--- src/hdl/cfb_pkg.sv ---
// Shared types, constants and CRC-8 functions for the command frame builder.
// Used by cfb_out_queue and crc8_command_frame_builder; depends on nothing.
package cfb_pkg;

  localparam int ENTRY_COUNT = 5;
  localparam int CNT_W       = $clog2(ENTRY_COUNT + 1);

  localparam logic [7:0] MAX_PAYLOAD   = 8'd253;
  localparam logic [7:0] LEN_OVERHEAD  = 8'd2;
  localparam logic [7:0] CRC_POLY      = 8'h07;
  localparam logic [7:0] CRC_INIT      = 8'hFF;
  localparam logic [7:0] CRC_ZERO      = 8'h00;
  localparam logic [7:0] CRC_ZERO_SUB  = 8'h01;
  localparam logic [7:0] CRC_ONES_SUB  = 8'hFE;

  localparam logic [7:0] START_CODE_RST = 8'h02;
  localparam logic [7:0] END_CODE_RST   = 8'h03;

  localparam logic [0:0] CFG_START_CODE = 1'b0;
  localparam logic [0:0] CFG_END_CODE   = 1'b1;

  typedef logic [CNT_W-1:0] cnt_t;

  typedef struct packed {
    logic [7:0] data;
    logic       frame_end;
  } entry_t;

  typedef struct packed {
    logic   valid;
    cnt_t   count;
    entry_t [ENTRY_COUNT-1:0] entries;
  } load_t;

  function automatic logic [7:0] crc_feed(input logic [7:0] crc, input logic [7:0] b);
    logic [7:0] v;
    v = crc ^ b;
    for (int i = 0; i < 8; i++) begin
      v = v[7] ? ({v[6:0], 1'b0} ^ CRC_POLY) : {v[6:0], 1'b0};
    end
    return v;
  endfunction

  function automatic logic [7:0] crc_final(input logic [7:0] crc);
    logic [7:0] r;
    r = crc;
    if (crc == CRC_ZERO) begin
      r = CRC_ZERO_SUB;
    end else if (crc == CRC_INIT) begin
      r = CRC_ONES_SUB;
    end
    return r;
  endfunction

endpackage

--- src/hdl/cfb_out_queue.sv ---
// Result buffer and serializer: holds the bytes produced by one input transfer
// and sends them one per cycle while out_tready is high. Depends on cfb_pkg.
module cfb_out_queue (
  input  logic            clk,
  input  logic            rst_n,
  input  cfb_pkg::load_t  load,
  output logic            space,
  output logic            out_tvalid,
  input  logic            out_tready,
  output logic [7:0]      out_tdata,  // out_byte
  output logic            out_tuser,  // frame_end
  output logic            out_tlast   // run_last
);

  cfb_pkg::entry_t [cfb_pkg::ENTRY_COUNT-1:0] q_r, q_nxt;
  cfb_pkg::cnt_t cnt_r, cnt_nxt;
  logic pop;

  assign out_tvalid = (cnt_r != '0);
  assign pop        = out_tvalid && out_tready;
  assign space      = (cnt_r == '0) || ((cnt_r == cfb_pkg::cnt_t'(1)) && out_tready);
  assign out_tdata  = q_r[0].data;
  assign out_tuser  = q_r[0].frame_end;
  assign out_tlast  = (cnt_r == cfb_pkg::cnt_t'(1));

  always_comb begin
    q_nxt   = q_r;
    cnt_nxt = cnt_r;
    if (load.valid) begin
      q_nxt   = load.entries;
      cnt_nxt = load.count;
    end else if (pop) begin
      for (int i = 0; i < cfb_pkg::ENTRY_COUNT - 1; i++) begin
        q_nxt[i] = q_r[i+1];
      end
      cnt_nxt = cnt_r - cfb_pkg::cnt_t'(1);
    end
  end

  always_ff @(posedge clk) begin
    q_r <= q_nxt;
    if (!rst_n) begin
      cnt_r <= '0;
    end else begin
      cnt_r <= cnt_nxt;
    end
  end

  a_cnt_range: assert property (@(posedge clk) disable iff (!rst_n)
    cnt_r <= cfb_pkg::cnt_t'(cfb_pkg::ENTRY_COUNT))
    else $error("result count out of range");

  a_load_room: assert property (@(posedge clk) disable iff (!rst_n)
    load.valid |-> space)
    else $error("results loaded while the buffer still holds pending bytes");

  a_pop_dec: assert property (@(posedge clk) disable iff (!rst_n)
    (pop && !load.valid) |=> (cnt_r == $past(cnt_r) - cfb_pkg::cnt_t'(1)))
    else $error("count did not drop after an output transfer");

endmodule

--- src/hdl/crc8_command_frame_builder.sv ---
// Top level of the CRC-8 command frame builder: frame state, CRC and codes.
// Depends on cfb_pkg and cfb_out_queue.
//
//  Port group  Dir  tdata / tuser contents (low bit up)
//  in_*        in   tdata: data_byte[7:0], payload_count[15:8]; tuser: starts_frame
//  out_*       out  tdata: out_byte[7:0]; tuser: frame_end; tlast: run_last
//  cfg_*       in   write: cfg_addr 0 start_code, 1 end_code; cfg_wdata 8 bits
//
// An input transfer is processed in its accept cycle and its results (0 to 5 bytes)
// are loaded into the output buffer and leave from the next cycle on, one per ready cycle.
// A new input is taken while the last buffered byte is being sent, so a payload stream
// runs at one byte per cycle unstalled; a command or close loads 3 bytes, 5 if empty.
// Reset is synchronous: clears frame state and output buffer, presets CRC and codes.
// A stall on the output holds the buffer and deasserts in_tready while it holds more
// than one byte, or one byte that is not taken.
module crc8_command_frame_builder (
  input  logic        clk,
  input  logic        rst_n,
  input  logic        in_tvalid,
  output logic        in_tready,
  input  logic [15:0] in_tdata,   // data_byte, payload_count
  input  logic        in_tuser,   // starts_frame
  output logic        out_tvalid,
  input  logic        out_tready,
  output logic [7:0]  out_tdata,  // out_byte
  output logic        out_tuser,  // frame_end
  output logic        out_tlast,  // run_last
  input  logic        cfg_we,
  input  logic [0:0]  cfg_addr,
  input  logic [7:0]  cfg_wdata
);

  logic [7:0] start_code_r, end_code_r;
  logic [7:0] crc_r, crc_nxt;
  logic [7:0] left_r, left_nxt;
  logic       in_frame_r, in_frame_nxt;

  logic       accept;
  logic [7:0] data_byte, count_in, count_sat, len, crc_cmd, crc_pay, left_dec;
  cfb_pkg::load_t load;

  assign accept    = in_tvalid && in_tready;
  assign data_byte = in_tdata[7:0];
  assign count_in  = in_tdata[15:8];
  assign count_sat = (count_in > cfb_pkg::MAX_PAYLOAD) ? cfb_pkg::MAX_PAYLOAD : count_in;
  assign len       = count_sat + cfb_pkg::LEN_OVERHEAD;
  assign crc_cmd   = cfb_pkg::crc_feed(cfb_pkg::crc_feed(cfb_pkg::CRC_INIT, len), data_byte);
  assign crc_pay   = cfb_pkg::crc_feed(crc_r, data_byte);
  assign left_dec  = (left_r != 8'd0) ? (left_r - 8'd1) : 8'd0;

  always_comb begin
    load         = '0;
    crc_nxt      = crc_r;
    left_nxt     = left_r;
    in_frame_nxt = in_frame_r;
    load.valid   = accept;
    if (accept) begin
      if (in_tuser) begin
        load.entries[0].data = start_code_r;
        load.entries[1].data = len;
        load.entries[2].data = data_byte;
        if (count_sat == 8'd0) begin
          load.entries[3].data      = cfb_pkg::crc_final(crc_cmd);
          load.entries[4].data      = end_code_r;
          load.entries[4].frame_end = 1'b1;
          load.count                = cfb_pkg::cnt_t'(5);
          crc_nxt                   = cfb_pkg::CRC_INIT;
          left_nxt                  = 8'd0;
          in_frame_nxt              = 1'b0;
        end else begin
          load.count   = cfb_pkg::cnt_t'(3);
          crc_nxt      = crc_cmd;
          left_nxt     = count_sat;
          in_frame_nxt = 1'b1;
        end
      end else if (in_frame_r) begin
        load.entries[0].data = data_byte;
        if (left_dec == 8'd0) begin
          load.entries[1].data      = cfb_pkg::crc_final(crc_pay);
          load.entries[2].data      = end_code_r;
          load.entries[2].frame_end = 1'b1;
          load.count                = cfb_pkg::cnt_t'(3);
          crc_nxt                   = cfb_pkg::CRC_INIT;
          left_nxt                  = 8'd0;
          in_frame_nxt              = 1'b0;
        end else begin
          load.count = cfb_pkg::cnt_t'(1);
          crc_nxt    = crc_pay;
          left_nxt   = left_dec;
        end
      end
    end
  end

  always_ff @(posedge clk) begin
    if (!rst_n) begin
      start_code_r <= cfb_pkg::START_CODE_RST;
      end_code_r   <= cfb_pkg::END_CODE_RST;
      crc_r        <= cfb_pkg::CRC_INIT;
      left_r       <= 8'd0;
      in_frame_r   <= 1'b0;
    end else begin
      crc_r      <= crc_nxt;
      left_r     <= left_nxt;
      in_frame_r <= in_frame_nxt;
      if (cfg_we) begin
        case (cfg_addr)
          cfb_pkg::CFG_START_CODE: start_code_r <= cfg_wdata;
          cfb_pkg::CFG_END_CODE:   end_code_r   <= cfg_wdata;
          default: ;
        endcase
      end
    end
  end

  cfb_out_queue u_queue (
    .clk        (clk),
    .rst_n      (rst_n),
    .load       (load),
    .space      (in_tready),
    .out_tvalid (out_tvalid),
    .out_tready (out_tready),
    .out_tdata  (out_tdata),
    .out_tuser  (out_tuser),
    .out_tlast  (out_tlast)
  );

  a_open_has_left: assert property (@(posedge clk) disable iff (!rst_n)
    in_frame_r |-> (left_r != 8'd0))
    else $error("open frame with no payload bytes left");

  a_closed_clean: assert property (@(posedge clk) disable iff (!rst_n)
    !in_frame_r |-> (left_r == 8'd0 && crc_r == cfb_pkg::CRC_INIT))
    else $error("closed frame left stale state");

  a_left_bound: assert property (@(posedge clk) disable iff (!rst_n)
    left_r <= cfb_pkg::MAX_PAYLOAD)
    else $error("payload counter above maximum");

endmodule
--- config.mk ---
export PLATFORM = sky130hd
export DESIGN_NAME = crc8_command_frame_builder
export DESIGN_NICKNAME = d
export VERILOG_FILES = /design/src/hdl/cfb_pkg.sv /design/src/hdl/cfb_out_queue.sv /design/src/hdl/crc8_command_frame_builder.sv
export SDC_FILE = /design/constraint.sdc
export NUM_CORES = 1
export LEC_CHECK = 0
export BUFFER_PORTS_ARGS = -buffer_cell sky130_fd_sc_hd__buf_2
export CAP_MARGIN = 15
export CORE_ASPECT_RATIO = 0.5
export CORE_UTILIZATION = 45
export CTS_CLUSTER_DIAMETER = 80
export DETAILED_ROUTE_END_ITERATION = 8
export PLACE_DENSITY = 0.65
export SLEW_MARGIN = 20
export SYNTH_ARGS = -nofsm -noshare
export SYNTH_HDL_FRONTEND = slang
export SYNTH_SLANG_ARGS = --single-unit
--- constraint.sdc ---
create_clock -name clk -period 3.25 [get_ports clk]
set_input_delay 0.325 -clock clk [delete_from_list [all_inputs] [get_ports clk]]
set_output_delay 0.325 -clock clk [all_outputs]
set_load 0.01 [all_outputs]
**Word level (Yosys, flattened, before mapping)**

Index checks and enable logic that the tools add are counted.

- Bits in registers: 81

- Reduce and logical (&&, ||, !) cells: 17
- Multiplexer cells: 59
- $add $sub $neg: 3
- Magnitude comparators: 1
- Bitwise gates (word level): 28
- Equality and inequality tests: 3

Operators by type and width:

| kind | count |
|---|---|
| $mux 8 | 19 |
| $mux 3 | 29 |
| $mux 36 | 2 |
| $not 3->3 | 24 |
| $mux 17 | 2 |
| $logic_not 8->1 | 4 |
| $eq 8x8->1 const B | 2 |
| $xor 8x8->8 | 2 |
| $mux 9 | 1 |
| $add 8x2->8 const B | 1 |
| $gt 8x8->1 const B | 1 |
| $not 8->8 | 1 |
| $reduce_and 2->1 | 4 |
| $reduce_bool 8->1 | 1 |
| $sub 8x1->8 const B | 1 |
| $mux 1 | 5 |
| $reduce_bool 2->1 | 2 |
| $eq 3x1->1 const B | 1 |
| $logic_and 1x1->1 | 3 |
| $logic_not 3->1 | 1 |
| $reduce_bool 3->1 | 1 |
| $sub 3x1->3 const B | 1 |
| $mux 2 | 1 |
| $logic_or 1x1->1 | 1 |
| $not 1->1 | 1 |

**Depth between registers and ports, before layout**

- Word-level depth: 43
- Depth in mapped cells: 15
- Gate-level depth less buffers: 14

**Hierarchy**

From an unflattened synthesis, not the netlist that was laid out.

- Cells, all modules: 525
- Area total of the unflattened synthesis: 5,032.3 um^2

By module, submodules not included:

| module | area each (um^2) | cells an instance | seq. area each (um^2) | instances |
|---|---|---|---|---|
| crc8_command_frame_builder | 2,950.3 | 403 | 660.6 | 1 |
| cfb_out_queue | 2,082.0 | 122 | 1,411.4 | 1 |

**Worst setup path before layout**

OpenSTA, ideal clock, no wires.

- Kind: input to register
- Start point: input port in_tdata[15]
- End point: register u_queue.q_r[29] in the netlist's numbering, data pin
- Required time: 3.085 ns
- Path slack: 0.122 ns
- Arrival: 2.962 ns
- Stages: 13
- Path through: buf_2 nand3_1 o21ai_2 inv_1 ha_1 nand3_1 mux2i_1 xnor2_1 xor2_1 xnor2_2 mux2_2 and3_1 o31ai_2

RTL lines:

| element | line | source |
|---|---|---|
| from (decl) | crc8_command_frame_builder.sv:21 | `input logic [15:0] in_tdata,` |
| to (signal assigned) | cfb_out_queue.sv:41 | `q_r <= q_nxt;` |
| to (decl) | cfb_out_queue.sv:15 | `cfb_pkg::entry_t [cfb_pkg::ENTRY_COUNT-1:0] q_r, q_nxt;` |

==> results.sh <==
export IMPL_arrival_ns=2.98
export IMPL_power_per_cell_area_nw_per_um2=860.4
export IMPL_ys_seq_area_share_pct=42.33
export IMPL_insertedDiodeCount=0
export IMPL_route_detailed_drc=0
export IMPL_run_status="finished clean"
export IMPL_core_rowCount=26
export IMPL_postCtsHoldBufs=0
export IMPL_route_antenna_remaining_nets=0
export IMPL_p_sw_share_pct=38.79
export IMPL_critPathKind="register to register"
export IMPL_wl_per_cell_um=17.47
export IMPL_highest_net_fanout_along_the_worst_path=12
export IMPL_max_freq_mhz=357.8
export IMPL_synth_fa_ha_area_share_pct=2.335
export IMPL_postCtsResizedCells=0
export IMPL_flow_area_growth_from_synthesis_pct=12.74
export IMPL_cts_sinks=81
export IMPL_first_pass_iters=5
export IMPL_cts_buffers=9
export IMPL_syn_inst=514
export IMPL_ys_types=57
export IMPL_setup_worst_path_end_class="register"
export IMPL_finalSetupViolations=0
export IMPL_p_seq_share_pct=34.9
export IMPL_synth_compound_area_share_pct=15.69
export IMPL_slew_worst_pin_ns=0.8808
export IMPL_cts_max_path_buffers=2
export IMPL_hold_class="input pin to register"
export IMPL_chipHeight_um=75.21
export IMPL_synth_enable_flop_cells=42
export IMPL_setup_total_negative_slack_ns=0
export IMPL_start_util_pct=46.77
export IMPL_syn_nets=554
export IMPL_drc_violation_total_after_the_first_tritonroute_iteration=326
export IMPL_cts_root_buffer="sky130_fd_sc_hd__clkbuf_16"
export IMPL_synth_xor_area_share_pct=13.02
export IMPL_post_route_period_util_pct=85.99
export IMPL_design_core_area_um2=10310
export IMPL_fin_util_pct=52.73
export IMPL_synthesis_yosys_warnings=0
export IMPL_overflow=0
export IMPL_avgSynthCellArea_um2=9.384
export IMPL_grt_antenna_before_repair=0
export IMPL_worstPathRequired_ns=3.44
export IMPL_clkSlewWorstSetupHoldPaths_ns=0.07
export IMPL_synth_ff_latch_count=81
export IMPL_power_combinational_fraction_pct=42.6
export IMPL_clock_tree_htree_level_count=3
export IMPL_leakage_nw=2.286
export IMPL_number_of_global_route_vias_before_repair=3461
export IMPL_place_congestion=0.8503
export IMPL_worst_ir_drop_vdd_v=0.0003498
export IMPL_groute_usage_overall_pct=23.03
export IMPL_hold_slack_ns=0.2200
export IMPL_grt_pass1_wl_um=18980
export IMPL_buffer_ports_inserted=42
export IMPL_tritoncts="yes"
export IMPL_ys_async_sr_fraction_pct=0
export IMPL_slew_margin_rel_pct=41.28
export IMPL_p_sw_w=0.001815
export IMPL_postCtsSetupRepairBufs=0
export IMPL_pwr_share_clk_pct=22.4
export IMPL_post_place_ws_ns=0.1841
export IMPL_post_synth_and_or_nand_nor_area_fraction_pct=17.80
export IMPL_final_layout_size_suffix_gt1_share_pct=16.45
export IMPL_final_setup_worst_slack_ns=0.4553
export IMPL_worstSetupStartpointType="register"
export IMPL_finalClockSkew_ns=0.01356
export IMPL_num_nets_final=582
export IMPL_main_combinational_cell_family_by_area_after_synthesis="simple AND/OR/NAND/NOR gates"
export IMPL_yosys_most_used_dff="sky130_fd_sc_hd__edfxtp_1"
export IMPL_viasPerCell=5.540
export IMPL_syn_cell_area_um2=4823
export IMPL_hpwl_um=8555
export IMPL_internal_power_w=0.002864
export IMPL_rsz0062_at_grt="no"
export IMPL_floorplan_io_pins=43
export IMPL_slew_violations=0
export IMPL_clkLatencyLatePin_ns=0.35
export IMPL_final_period_minus_worst_setup_slack_ns=2.795
export IMPL_grt_start_max_net_pins=39
export IMPL_power_w=0.004679
export IMPL_die_area_um2=11160
export IMPL_die_w_um=148.4
export IMPL_routed_wirelength_um=12000
export IMPL_post_synth_mux_area_share_pct=3.009
export IMPL_dr_total_vias=3806
export IMPL_reported_max_cap_violation_count=0
export IMPL_finalHoldViolations=0
==> worst paths after layout <==
kind / startpoint / end / slack [ns] / cells past startpoint
max: left_r[0] / u_queue.q_r[12] / 0.46 / 10
min: cfg_wdata[0] / end_code_r[0] / 0.22 / 3
max reg2reg: left_r[0] / u_queue.q_r[12] / 0.46 / 10
min reg2reg: start_code_r[6] / start_code_r[6] / 0.47 / 2
==> state kept, by name (all words and copies together), names as in the netlist <==
| signal | flops |
|---|---|
| end_code_r | 8 |
| u_queue.cnt_r | 3 |
| u_queue.out_tdata | 8 |
| left_r | 8 |
| u_queue.q_r | 36 |
| u_queue.out_tuser | 1 |
| crc_r | 8 |
| start_code_r | 8 |
| in_frame_r | 1 |
==> layout make-up <==
type                            count  area (µm²)
Multi-Input combinational cell    369        2501
Tap cell                          140       175.2
Clock inverter                      6       52.55
Clock buffer                       10       250.2
Inverter                           23       86.33
Timing Repair Buffer               58       330.3
Sequential cell                    81        2042
Fill cell                         944        4875
==> critical path, cell delays in order (launching register included) <==
cell                      delay (ns)
sky130_fd_sc_hd__dfxtp_1        0.39
sky130_fd_sc_hd__inv_1          0.08
sky130_fd_sc_hd__ha_1           0.30
sky130_fd_sc_hd__or4b_1         0.42
sky130_fd_sc_hd__nor3_1         0.20
sky130_fd_sc_hd__nand3_1        0.10
sky130_fd_sc_hd__a21oi_1        0.27
sky130_fd_sc_hd__and3_1         0.35
sky130_fd_sc_hd__and2_4         0.28
sky130_fd_sc_hd__inv_1          0.10
sky130_fd_sc_hd__o21ai_1        0.16
==> placed cells by master (no fill, tap or decap), types with 15 or more instances in the layout <==
cell type | netlist | layout
sky130_fd_sc_hd__nor2_1 | 16 | 16
sky130_fd_sc_hd__buf_2 | 8 | 42
sky130_fd_sc_hd__and2_1 | 15 | 15
sky130_fd_sc_hd__buf_4 | 8 | 16
sky130_fd_sc_hd__xnor2_1 | 39 | 39
sky130_fd_sc_hd__a21boi_0 | 16 | 16
sky130_fd_sc_hd__nand3_1 | 21 | 21
sky130_fd_sc_hd__inv_1 | 22 | 22
sky130_fd_sc_hd__nand2_1 | 88 | 88
sky130_fd_sc_hd__dfxtp_1 | 39 | 39
sky130_fd_sc_hd__edfxtp_1 | 42 | 42
sky130_fd_sc_hd__o21ai_0 | 21 | 21
==> kinds of logic (layout without fill, tap and decap cells) <==
logic type,Yosys count,in the layout
compound gates,106,106
mux,14,14
simple gates,181,181
fa+ha+maj,9,9
xor+xnor,59,59
flops,81,81
buf+inv,64,97
==> power by group through the flow <==
stage	registers, W	clock network, W	logic [W]
after floorplan	0.00161	0	0.00151
after global placement	0.00165	0	0.00195
after detailed placement	0.00165	0	0.00197
after CTS	0.00164	0.00106	0.00198
after global routing	0.00167	0.00110	0.00220
final	0.00163	0.00105	0.00200
==> layer usage <==
layer	GRT usage [%]	up-vias	part of all wire [%]
li1	-	1859	-
met1	32.18	1813	49
met2	36.05	116	43
met3	5.152	18	6.8
met4	6.758	0	1.5
met5	0	-	0
==> synthesized netlist by cell type, types with 2 or more instances <==
library cell               number  area [µm²]
sky130_fd_sc_hd__a21boi_0      16       120.1
sky130_fd_sc_hd__a21o_1         2       15.01
sky130_fd_sc_hd__a21oi_1       12       60.06
sky130_fd_sc_hd__a221o_1        2       20.02
sky130_fd_sc_hd__a222oi_1      10       100.1
sky130_fd_sc_hd__a22o_1         4       35.03
sky130_fd_sc_hd__a22oi_1       14       105.1
sky130_fd_sc_hd__and2_1        15       93.84
sky130_fd_sc_hd__and3_1         6       37.54
sky130_fd_sc_hd__buf_2          8       40.04
sky130_fd_sc_hd__buf_4          8       60.06
sky130_fd_sc_hd__clkbuf_1      24       90.09
sky130_fd_sc_hd__dfxtp_1       39       780.8
sky130_fd_sc_hd__edfxtp_1      42        1261
sky130_fd_sc_hd__ha_1           9       112.6
sky130_fd_sc_hd__inv_1         22       82.58
sky130_fd_sc_hd__mux2_2         4       45.04
sky130_fd_sc_hd__mux2i_1       10       100.1
sky130_fd_sc_hd__nand2_1       88       330.3
sky130_fd_sc_hd__nand2b_1       6       37.54
sky130_fd_sc_hd__nand3_1       21       105.1
sky130_fd_sc_hd__nor2_1        16       60.06
sky130_fd_sc_hd__nor2b_1        5       31.28
sky130_fd_sc_hd__nor3_1         7       35.03
sky130_fd_sc_hd__nor3b_1        2       15.01
sky130_fd_sc_hd__nor4_1         3       18.77
sky130_fd_sc_hd__o211a_1        2       20.02
sky130_fd_sc_hd__o211ai_1       3       22.52
sky130_fd_sc_hd__o21a_1         2       15.01
sky130_fd_sc_hd__o21ai_0       21       105.1
sky130_fd_sc_hd__o21ai_1        6       30.03
sky130_fd_sc_hd__o221ai_1       5       43.79
sky130_fd_sc_hd__or3b_2         2       17.52
sky130_fd_sc_hd__or4_1          2       15.01
sky130_fd_sc_hd__xnor2_1       39       341.6
sky130_fd_sc_hd__xnor2_2        4       65.06
sky130_fd_sc_hd__xnor3_1        4       90.09
sky130_fd_sc_hd__xor2_1        10       87.58
==> metrics by stage <==
step	area, µm²	std cells
after floorplan	4823	514
after global placement	5135	671
after detailed placement	5135	671
after CTS	5438	687
after global routing	5438	687
final	5438	687
Note: power is estimated with default switching activity, not from simulation.
